**src/hdl/wpe_pkg.sv**
```systemverilog
// ----------------------------------------------------------------------------
// wpe_pkg
// Shared types and constants of the window point extraction block: field
// widths, configuration register indexes and the beat structs of both channels.
// ----------------------------------------------------------------------------
`default_nettype none

package wpe_pkg;

	// field widths
	localparam int COORD_WIDTH = 24;
	localparam int HALF_WIDTH  = COORD_WIDTH - 1;
	localparam int SEQ_WIDTH   = 20;
	localparam int ATTR_WIDTH  = 24;
	localparam int TRIG_WIDTH  = 16;
	localparam int TRIG_FRAC   = 14;
	localparam int CFG_IDX_W   = 3;
	localparam int CFG_DATA_W  = (COORD_WIDTH > TRIG_WIDTH) ? COORD_WIDTH : TRIG_WIDTH;

	// register indexes
	localparam logic [CFG_IDX_W-1:0] REG_CENTER_X    = 3'd0;
	localparam logic [CFG_IDX_W-1:0] REG_CENTER_Y    = 3'd1;
	localparam logic [CFG_IDX_W-1:0] REG_COS_HEADING = 3'd2;
	localparam logic [CFG_IDX_W-1:0] REG_SIN_HEADING = 3'd3;
	localparam logic [CFG_IDX_W-1:0] REG_HALF_WIDTH  = 3'd4;
	localparam logic [CFG_IDX_W-1:0] REG_HALF_HEIGHT = 3'd5;
	localparam logic [CFG_IDX_W-1:0] REG_OFFSET_X    = 3'd6;
	localparam logic [CFG_IDX_W-1:0] REG_OFFSET_Y    = 3'd7;

	// cosine reset value, 1.0 in Q2.14
	localparam logic signed [TRIG_WIDTH-1:0] COS_RESET = 16'sd16384;

	typedef struct packed {
		logic        [SEQ_WIDTH-1:0]   seq_id;
		logic signed [COORD_WIDTH-1:0] pos_x;
		logic signed [COORD_WIDTH-1:0] pos_y;
		logic                          goal_flag;
		logic signed [ATTR_WIDTH-1:0]  point_heading;
		logic signed [ATTR_WIDTH-1:0]  point_velocity;
	} in_item_t;

	typedef struct packed {
		logic                          inside_res;
		logic        [SEQ_WIDTH-1:0]   out_seq_id;
		logic signed [COORD_WIDTH-1:0] local_x;
		logic signed [COORD_WIDTH-1:0] local_y;
		logic                          out_goal_flag;
		logic signed [ATTR_WIDTH-1:0]  out_heading;
		logic signed [ATTR_WIDTH-1:0]  out_velocity;
	} out_item_t;

	typedef struct packed {
		logic signed [COORD_WIDTH-1:0] center_x;
		logic signed [COORD_WIDTH-1:0] center_y;
		logic signed [TRIG_WIDTH-1:0]  cos_heading;
		logic signed [TRIG_WIDTH-1:0]  sin_heading;
		logic        [HALF_WIDTH-1:0]  half_width;
		logic        [HALF_WIDTH-1:0]  half_height;
		logic signed [COORD_WIDTH-1:0] offset_x;
		logic signed [COORD_WIDTH-1:0] offset_y;
	} cfg_t;

endpackage

`default_nettype wire

```
**src/hdl/wpe_cfg.sv**
```systemverilog
// ----------------------------------------------------------------------------
// wpe_cfg
// Configuration register bank: decodes the write port and holds the window
// pose, box size and robot offset.
// ----------------------------------------------------------------------------
`default_nettype none

module wpe_cfg (
	input  wire                                 clk,
	input  wire                                 arst_n,
	input  wire                                 cfg_wr_en,
	input  wire  [wpe_pkg::CFG_IDX_W-1:0]       cfg_idx,
	input  wire  [wpe_pkg::CFG_DATA_W-1:0]      cfg_wdata,
	output wpe_pkg::cfg_t                       cfg
);
	import wpe_pkg::*;

	cfg_t cfg_q;

	// register writes, unknown indexes ignored
	always_ff @(posedge clk or negedge arst_n) begin
		if (!arst_n) begin
			cfg_q.center_x    <= '0;
			cfg_q.center_y    <= '0;
			cfg_q.cos_heading <= COS_RESET;
			cfg_q.sin_heading <= '0;
			cfg_q.half_width  <= '0;
			cfg_q.half_height <= '0;
			cfg_q.offset_x    <= '0;
			cfg_q.offset_y    <= '0;
		end else if (cfg_wr_en) begin
			unique case (cfg_idx)
				REG_CENTER_X:    cfg_q.center_x    <= cfg_wdata[COORD_WIDTH-1:0];
				REG_CENTER_Y:    cfg_q.center_y    <= cfg_wdata[COORD_WIDTH-1:0];
				REG_COS_HEADING: cfg_q.cos_heading <= cfg_wdata[TRIG_WIDTH-1:0];
				REG_SIN_HEADING: cfg_q.sin_heading <= cfg_wdata[TRIG_WIDTH-1:0];
				REG_HALF_WIDTH:  cfg_q.half_width  <= cfg_wdata[HALF_WIDTH-1:0];
				REG_HALF_HEIGHT: cfg_q.half_height <= cfg_wdata[HALF_WIDTH-1:0];
				REG_OFFSET_X:    cfg_q.offset_x    <= cfg_wdata[COORD_WIDTH-1:0];
				REG_OFFSET_Y:    cfg_q.offset_y    <= cfg_wdata[COORD_WIDTH-1:0];
				default: ;
			endcase
		end
	end

	assign cfg = cfg_q;

endmodule

`default_nettype wire

```
**config.mk**
```make
export PLATFORM = sky130hd
export DESIGN_NAME = wpe_cfg
export DESIGN_NICKNAME = d
export VERILOG_FILES = /design/src/hdl/wpe_pkg.sv /design/src/hdl/wpe_cfg.sv
export SDC_FILE = /design/constraint.sdc
export NUM_CORES = 1
export LEC_CHECK = 0
export ABC_AREA = 1
export BUFFER_PORTS_ARGS = -buffer_cell sky130_fd_sc_hd__buf_2
export CORE_ASPECT_RATIO = 1.2
export CORE_UTILIZATION = 40
export CTS_CLUSTER_DIAMETER = 80
export CTS_CLUSTER_SIZE = 12
export DETAILED_ROUTE_END_ITERATION = 7
export PLACE_DENSITY_LB_ADDON = 0.2
export REMOVE_ABC_BUFFERS = 1
export SETUP_SLACK_MARGIN = 0.15
export SYNTH_ARGS = -nofsm -noshare
export SYNTH_HDL_FRONTEND = slang
export SYNTH_SLANG_ARGS = --single-unit
```
**constraint.sdc**
```tcl
create_clock -name clk -period 1.7 [get_ports clk]
set_input_delay 0 -clock clk [delete_from_list [all_inputs] [get_ports clk]]
set_output_delay 0 -clock clk [all_outputs]
set_load 0.02 [all_outputs]
```
==> run_results.csv, run 1 <==
group,metric,value,unit
finish,finish.net_count,1031,
clock_tree,cts_root_buf,"clkbuf_16",
logic_synthesis,synth-seq-cells,174,
floorplanning,rows,51,
global_routing,grt_pass1_wl,32.1,mm
floorplanning,boundaryPins,204,
clock_tree,clockBufferDepth,2,
clock_tree,ctsResizeCount,0,
sta,finalHoldViolations,0,
placed_design,hpwl,13.8,mm
hold_path,hold_path_class,"in2async",
clock_tree,clk_latency,0.42,ns
route,wire_per_inst,17.0,microns
floorplanning,initial_core_util,41.5,%
logic_synthesis,post-synth-top-area-cell,"dfrtp_1",
critical_path,start_kind,"register",
clock_tree,cts.reportedPaths.clkPinSlew,0.07,ns
route,viasPerCell,4.78,
logic_synthesis,synth.top_cells.by_area,"dfrtp_1, nand2_1, nand3_1",
sta,timing.fmax,0.892,GHz
finish,area_growth,31.9,%
power_and_ir_drop,p_total,12.2,mW
sta,worst_slew_pin_slew,0.917,ns
logic_synthesis,ys_types,14,
critical_path,cpMaxStageDelayCell,"dfstp_2",
flow_run,cap_violations,0,
critical_path,worstPathRequired,1.70,ns
sta,skew,0,ns
critical_path,criticalPathCategory,"reg2out",
global_routing,grt_pass1_vias,5679,
power_and_ir_drop,vdd_drop_max,0.675,mV
critical_path,cp_slowest_stage_delay,0.54,ns
critical_path,critPathCaptureType,"output pin",
finish,diodes,0,
sta,setup_viol,0,
sta,slew_headroom,38.7,%
floorplanning,core,16400,sq um
clock_tree,cts_tree,"done",
route,ant_nets,0,
status,outcome,"completed",
critical_path,worstSetupStartpoint,"cfg[124]$_DFFE_PN1P_",
floorplanning,dieArea,17500,sq um
sta,drv_slew,0,
critical_path,r2r-start,"cfg[124]$_DFFE_PN1P_",
critical_path,path_buf_inv,1,
global_routing,grtUsageTotal,24.7,%
placed_design,portBuffers,203,
sta,fin_crit_sh,66.0,%
route,drt_iter0_drc,417,
logic_synthesis,synth_area,6800,sq um
route,drt_pre_antenna_iters,4,
global_routing,grt_overflow,0,
clock_tree,cts_max_level,4,
sta,period_needed,1.12,ns
critical_path,path_cells,"buf_2",
global_routing,grt_max_degree,55,
critical_path,worstPathMaxFanout,2,
floorplanning,die_h,145,microns
logic_synthesis,synth_top_area_share,63.7,%
power_and_ir_drop,powerDensity,1360,nW/um^2
global_routing,antenna_found_initial,0,
clock_tree,cts_buffers,17,
clock_tree,postCtsSetupBuffers,0,
logic_synthesis,synth-seq-area-share,64.1,%
power_and_ir_drop,p_leak,5.16,nW
placed_design,gp_congestion,0.786,
route,vias,5859,
sta,timing.hold.ws,0.112,ns
critical_path,crit_family,"flip-flops",
critical_path,crit_arrival,1.12,ns
sta,rsz0062_at_grt,"false",
logic_synthesis,syn_inst,777,
logic_synthesis,yosysWarnings,0,
floorplanning,die_x,121,microns
clock_tree,clock-sinks,174,
finish,largest_reg_flops,174,
route,wl,20.8,mm
route,drc,0,
finish,layout-drive-gt1-share,27.5,%
logic_synthesis,syn_avg_cell_area,8.75,sq um
[logic make-up after synthesis]
| kind of cell | count (synthesis) | synth area share [%] |
|---|---|---|
| buf+inv | 60 | 4.16 |
| simple gates | 543 | 31.8 |
| flops | 174 | 64.1 |
[final timing paths]
path / endpoint / slack, ns / depth (start not counted)
worst max-delay path: cfg[124] / 0.58 / 1
worst min-delay path: cfg[60]$_DFFE_PN0P_ / 0.11 / 2
worst max register to register: cfg[124]$_DFFE_PN1P_ / 0.98 / 2
worst min register to register: cfg[18]$_DFFE_PN0P_ / 0.47 / 2
max in group asynchronous: cfg[124]$_DFFE_PN1P_ / 0.90 / 3
min in group clk: cfg[78]$_DFFE_PN0P_ / 0.16 / 5
[cells in the mapped netlist]
| library cell | count |
|---|---|
| buf_2 | 37 |
| inv_1 | 4 |
| buf_4 | 1 |
| inv_2 | 2 |
| nor2_1 | 5 |
| dfstp_2 | 1 |
| clkbuf_1 | 8 |
| buf_1 | 2 |
| nand2_2 | 2 |
| nand2_1 | 446 |
| clkbuf_2 | 6 |
| dfrtp_1 | 173 |
| nand3_1 | 87 |
| nor2_2 | 3 |
[placed cells by master (no fill, tap or decap), drive strengths merged]
cell	n
inv	9
nand3	87
dfstp	1
clkinvlp	6
nor2	8
nand2	448
dfrtp	173
bufinv	1
clkbuf	21
clkinv	1
dlygate4sd3	25
buf	234
[cell type report]
cell class	count	area (sq um)
fillers	1563	7430
repair buffers	259	1560
flip-flops and latches	174	4360
well taps	212	265
clock inverters	11	106
inverters	6	22.5
clock buffers	21	480
multi-input cells	543	2180
[repair_timing]
| action | CTS | global route |
|---|---|---|
| endpoints found under the setup margin | 0 | 0 |
| hold buffers | 25 | 0 |
| endpoints found under the hold margin | 347 | 0 |
[power by group]
part           internal [mW]  switching, mW
combinational          0.959           2.06
sequential              4.92          0.414
clock                   2.18           1.63
total                   8.06           4.10
[through the flow]
step / instances / setup slack (ns) / utilization [%] / TNS [ns] / area, sq um
finish: 1226 / 0.579 / 54.7 / 0 / 8970
global route: 1226 / 0.537 / 54.7 / 0 / 8970
CTS: 1226 / 0.562 / 54.7 / 0 / 8970
detailed placement: 1169 / 0.353 / 49.6 / 0 / 8130
global placement: 1169 / 0.396 / 49.6 / 0 / 8130
floorplan: 723 / -1.00 / - / -75.89 / 6540
[worst reg2reg max path, stage by stage (launching register included)]
cell and delay (ns):
dfstp_2 0.54, nand2_1 0.05, nand2_1 0.07
[layer usage]
| layer | up-vias | GRT usage, % | routed length (microns) |
|---|---|---|---|
| li1 | 2841 | - | - |
| met1 | 2828 | 32.1 | 9090 |
| met2 | 160 | 41.1 | 10300 |
| met3 | 30 | 4.58 | 994 |
| met4 | 0 | 9.49 | 457 |
| met5 | - | 0 | 0 |
Power figures use the tool's default switching activity.
==> inputs of run 2 (changes only) <==
- clock period: 1.7 -> 1.2 ns (I/O delays scaled with it)
==> run 2 against run 1 <==
Net effect: combinational power is 42% higher; cell count rose by 0.82%; setup slack worse by 0.46 ns; clock-buffer cell count down 1; wire length about the same; flip-flop and latch count did not move; global-route usage is 0.27 points higher; via count increased by 0.73%; worst hold slack lost 0.072 ns; final area grew 1.5%; sequential share of layout area shrank 0.70 points; largest cell class unchanged; largest power group unchanged.
==> run_results.csv, run 2 (synthesized netlist as in run 1, its figures left out) <==
group,metric,value,unit
global_routing,grt_overflow,0,
route,drt_pre_antenna_iters,4,
route,vias,5902,
clock_tree,cts_root_buf,"clkbuf_16",
critical_path,worstPathMaxFanout,2,
critical_path,criticalPathCategory,"reg2out",
critical_path,critPathCaptureType,"output pin",
finish,diodes,0,
power_and_ir_drop,powerDensity,1940,nW/um^2
finish,final_common_cell,"nand2_1",
route,viasPerCell,4.78,
placed_design,hpwl,14.4,mm
global_routing,grt_pass1_wl,32.3,mm
clock_tree,cts.reportedPaths.clkPinSlew,0.07,ns
global_routing,antenna_found_initial,0,
hold_path,hold_path_class,"in2async",
clock_tree,clock-sinks,174,
route,wire_per_inst,16.9,microns
finish,area_growth,33.8,%
clock_tree,cts_buffers,17,
clock_tree,clk_latency,0.42,ns
critical_path,worstPathRequired,1.20,ns
power_and_ir_drop,p_leak,5.24,nW
finish,layout_common_cells,"nand2_1, buf_2, dfrtp_1, nand3_1, buf_4",
flow_run,cap_violations,0,
sta,timing.fmax,0.927,GHz
global_routing,grt_max_degree,45,
floorplanning,core,16400,sq um
floorplanning,boundaryPins,204,
sta,period_needed,1.08,ns
sta,drv_slew,0,
critical_path,crit_family,"flip-flops",
floorplanning,rows,51,
critical_path,path_buf_inv,1,
clock_tree,cts_max_level,4,
finish,utilization,55.5,%
finish,layout-drive-gt1-share,28.2,%
status,outcome,"completed",
critical_path,start_kind,"register",
critical_path,cp_slowest_stage_delay,0.54,ns
critical_path,crit_arrival,1.08,ns
global_routing,grt_pass1_vias,5646,
placed_design,gp_congestion,0.766,
placed_design,portBuffers,203,
clock_tree,cts_tree,"done",
sta,skew,0,ns
finish,multi_input_area,2180,sq um
finish,largest_reg_flops,174,
clock_tree,postCtsSetupBuffers,0,
power_and_ir_drop,vdd_drop_max,1.06,mV
route,drt_iter0_drc,429,
global_routing,grtUsageTotal,25.0,%
sta,finalHoldViolations,0,
route,wl,20.8,mm
sta,rsz0062_at_grt,"true",
route,ant_nets,0,
floorplanning,dieArea,17500,sq um
critical_path,path_cells,"buf_6",
sta,tns,0,ns
sta,slew_headroom,73.8,%
floorplanning,die_x,121,microns
critical_path,cpMaxStageDelayCell,"dfstp_2",
finish,finish.net_count,1041,
floorplanning,initial_core_util,41.5,%
clock_tree,clockBufferDepth,2,
sta,worst_slew_pin_slew,0.391,ns
floorplanning,die_h,145,microns
finish,fillers,1538,
sta,fin_crit_sh,89.9,%
sta,setup_viol,0,
route,drc,0,
finish,seq_area,4360,sq um
run 2: changes by cell type in the layout (fill, tap and decap cells not counted):
cell / before / now
clkbuf_8: 4 / 3
clkinv_2: 1 / 2
buf_12: 4 / 5
buf_4: 27 / 36
buf_6: 1 / 2
clkinvlp_4: 6 / 3
bufinv_16: 1 / 3
clkinv_4: 0 / 1
buf_2: 202 / 201
run 2: worst register-to-register path: stages (launching register included):
cell and delay, ns:
dfstp_2 0.54, nand2_1 0.05, nand2_1 0.07
run 2: routing by layer:
| layer | track usage, % | up-vias | wire length, microns |
|---|---|---|---|
| li1 | - | 2864 | - |
| met1 | 32.4 | 2838 | 8910 |
| met2 | 41.0 | 171 | 10300 |
| met3 | 5.64 | 29 | 1130 |
| met4 | 9.23 | 0 | 486 |
| met5 | 0 | - | 0 |
run 2: timing repair:
item,in CTS,in global routing
endpoints found under the setup margin,1,1
gates resized for setup,2,0
pin swaps,0,0
hold buffers,25,0
hold endpoints to repair,347,0
run 2: path summary, 6_finish.rpt:
check | slack [ns] | endpoint | depth (start not counted) | start
setup / recovery | 0.12 | cfg[124] | 1 | cfg[124]$_DFFE_PN1P_
hold / removal | 0.04 | cfg[16]$_DFFE_PN0P_ | 2 | arst_n
setup reg to reg | 0.49 | cfg[124]$_DFFE_PN1P_ | 2 | cfg[124]$_DFFE_PN1P_
hold reg to reg | 0.46 | cfg[148]$_DFFE_PN0P_ | 2 | cfg[148]$_DFFE_PN0P_
max in group asynchronous | 0.59 | cfg[124]$_DFFE_PN1P_ | 3 | arst_n
min in group clk | 0.12 | cfg[151]$_DFFE_PN0P_ | 5 | cfg_idx[1]
run 2: where the power goes:
group	internal (mW)	total, mW	switching, mW
Clock	3.46	5.79	2.33
Combinational	1.39	4.30	2.91
Sequential	6.97	7.58	0.606
run 2: area by class of cell:
cell class	count	area share (%)
Clock buffer	20	5.13
Clock inverter	12	1.73
Inverter	6	0.248
Multi-Input combinational cell	543	24.0
Sequential cell	174	47.9
Tap cell	212	2.92
Timing Repair Buffer	269	18.1
run 2: metrics by stage:
stage | area [sq um] | cells | total power [mW] | hold WS (ns) | setup WS, ns
3_3_place_gp | 8220 | 1179 | 11.8 | -0.0892 | 0.117
2_1_floorplan | 6540 | 723 | 9.97 | -0.296 | -1.50
3_5_place_dp | 8220 | 1179 | 11.9 | -0.0894 | 0.0589
4_1_cts | 9100 | 1236 | 17.8 | 0.0145 | 0.102
5_1_grt | 9100 | 1236 | 18.5 | 0.0715 | 0.0807
6_report | 9100 | 1236 | 17.7 | 0.0391 | 0.121
==> inputs of run 3 (changes only) <==
- CORE_MARGIN: unset -> 2
==> run 3 against run 2 <==
Net effect: total power down 3.8%; combinational power about the same; cell count up 0.49%; register-to-register slack got worse by 0.11 ns; non-clock buffer count grew 3; die area is 3.1% higher; wire length rose by 3.8%; clock power down 12%; sequential share of layout area rose by 0.19 points; critical path depth stayed put; via count up 1.2%; critical path type unchanged; critical endpoint unchanged; largest cell class unchanged.
==> run_results.csv, run 3 (synthesized netlist as in run 1, its figures left out) <==
group,metric,value,unit
status,outcome,"completed",
sta,finalHoldViolations,0,
critical_path,start_kind,"register",
sta,drv_slew,0,
clock_tree,clockBufferDepth,2,
finish,area_growth,33.3,%
route,ant_nets,0,
finish,diodes,0,
finish,layout_common_cells,"nand2_1, buf_2, dfrtp_1, nand3_1, buf_4",
global_routing,grtUsageTotal,24.7,%
clock_tree,cts.reportedPaths.clkPinSlew,0.07,ns
finish,utilization,54.0,%
global_routing,antenna_found_initial,0,
critical_path,critPathCaptureType,"output pin",
floorplanning,initial_core_util,40.5,%
finish,largest_reg_flops,174,
clock_tree,clock-sinks,174,
route,wire_per_inst,17.4,microns
power_and_ir_drop,vdd_drop_max,0.863,mV
power_and_ir_drop,powerDensity,1870,nW/um^2
sta,slew_headroom,75.7,%
finish,final_common_cell,"nand2_1",
floorplanning,rows,52,
finish,finish.net_count,1044,
sta,fin_crit_sh,91.0,%
route,drt_pre_antenna_iters,6,
critical_path,path_buf_inv,1,
global_routing,grt_pass1_wl,33.5,mm
critical_path,path_cells,"buf_6",
sta,period_needed,1.09,ns
placed_design,dpl.cell_count,1183,
sta,skew,0,ns
route,viasPerCell,4.81,
global_routing,grt_pass1_vias,5778,
critical_path,cpMaxStageDelayCell,"dfstp_2",
placed_design,gp_congestion,0.818,
floorplanning,die_h,147,microns
hold_path,hold_path_class,"in2reg",
route,drt_iter0_drc,436,
clock_tree,cts_max_level,4,
placed_design,portBuffers,203,
clock_tree,cts_buffers,17,
critical_path,crit_family,"flip-flops",
floorplanning,boundaryPins,204,
sta,worst_slew_pin_slew,0.364,ns
global_routing,grt_max_degree,41,
route,vias,5973,
floorplanning,core,16800,sq um
critical_path,criticalPathCategory,"reg2out",
flow_run,cap_violations,0,
power_and_ir_drop,p_leak,5.22,nW
global_routing,grt_overflow,0,
clock_tree,cts_root_buf,"clkbuf_16",
finish,layout-drive-gt1-share,28.0,%
critical_path,worstPathMaxFanout,2,
floorplanning,die_x,123,microns
clock_tree,cts_tree,"done",
sta,setup_viol,0,
sta,timing.fmax,0.916,GHz
critical_path,worstPathRequired,1.20,ns
route,drc,0,
floorplanning,dieArea,18100,sq um
placed_design,hpwl,14.6,mm
critical_path,cp_slowest_stage_delay,0.55,ns
clock_tree,clk_latency,0.42,ns
critical_path,crit_arrival,1.09,ns
finish,fin_cells,1242,
route,wl,21.6,mm
sta,rsz0062_at_grt,"true",
[run 3: cell types whose count changed in the layout (fill, tap and decap cells not counted), sizes merged, moves of 2 or more]
cell / delta
dlygate4sd3: +2
bufinv: -3
inv: -2
clkinv: +2
[run 3: routing by layer]
metal  vias to the layer above  share of wire [%]  GRT usage, %
met1                      2891                 44          34.2
met2                       192                 48          39.0
met5                         -                  0             0
li1                       2860                  -             -
met4                         0                2.2          7.67
met3                        30                5.7          5.24
[run 3: final timing paths]
| kind | slack [ns] | to | from | depth (start not counted) |
|---|---|---|---|---|
| setup / recovery | 0.11 | cfg[124] | cfg[124]$_DFFE_PN1P_ | 1 |
| hold / removal | 0.03 | cfg[86]$_DFFE_PN0P_ | cfg_idx[0] | 4 |
| hold reg to reg | 0.46 | cfg[142]$_DFFE_PN0P_ | cfg[142]$_DFFE_PN0P_ | 2 |
| min in group asynchronous | 0.06 | cfg[12]$_DFFE_PN0P_ | arst_n | 2 |
| max in group asynchronous | 0.59 | cfg[46]$_DFFE_PN0P_ | arst_n | 3 |
| setup reg to reg | 0.38 | cfg[124]$_DFFE_PN1P_ | cfg[124]$_DFFE_PN1P_ | 3 |
[run 3: repair_timing]
item,CTS,global route
buffers inserted,1,0
endpoints found under the hold margin,348,0
setup endpoints to repair,1,1
hold buffers,27,0
gates cloned,0,0
gates resized for setup,2,0
[run 3: worst register-to-register path, delay by kind of cell (launching register included)]
| kind | cells | cell delay (ns) |
|---|---|---|
| buf+inv | 1 | 0.11 |
| flops | 1 | 0.55 |
| simple gates | 2 | 0.11 |
[run 3: layout make-up]
cell class / instances / area (sq um)
sequential: 174 / 4360
clock inverter: 10 / 63.8
fill: 1620 / 7720
multi-input combinational: 543 / 2180
tap: 216 / 270
clock buffer: 21 / 470
timing repair buffer: 272 / 1700
inverter: 6 / 22.5
[run 3: where the power goes]
group | total, mW | internal, mW | switching, mW
Clock | 5.08 | 2.79 | 2.29
Combinational | 4.33 | 1.40 | 2.93
Sequential | 7.57 | 6.97 | 0.605
Total | 17.0 | 11.2 | 5.83
[run 3: metrics by stage]
step                hold slack [ns]  area (sq um)  total power [mW]  TNS (ns)  setup slack [ns]
detailed placement          -0.0781          8250              12.0         0             0.144
CTS                         0.00831          9060              17.1         0             0.101
finish                       0.0310          9060              17.0         0             0.108
floorplan                    -0.296          6540              9.97   -131.71             -1.50
global route                 0.0540          9060              17.8         0            0.0748
global placement            -0.0784          8250              11.9         0             0.165
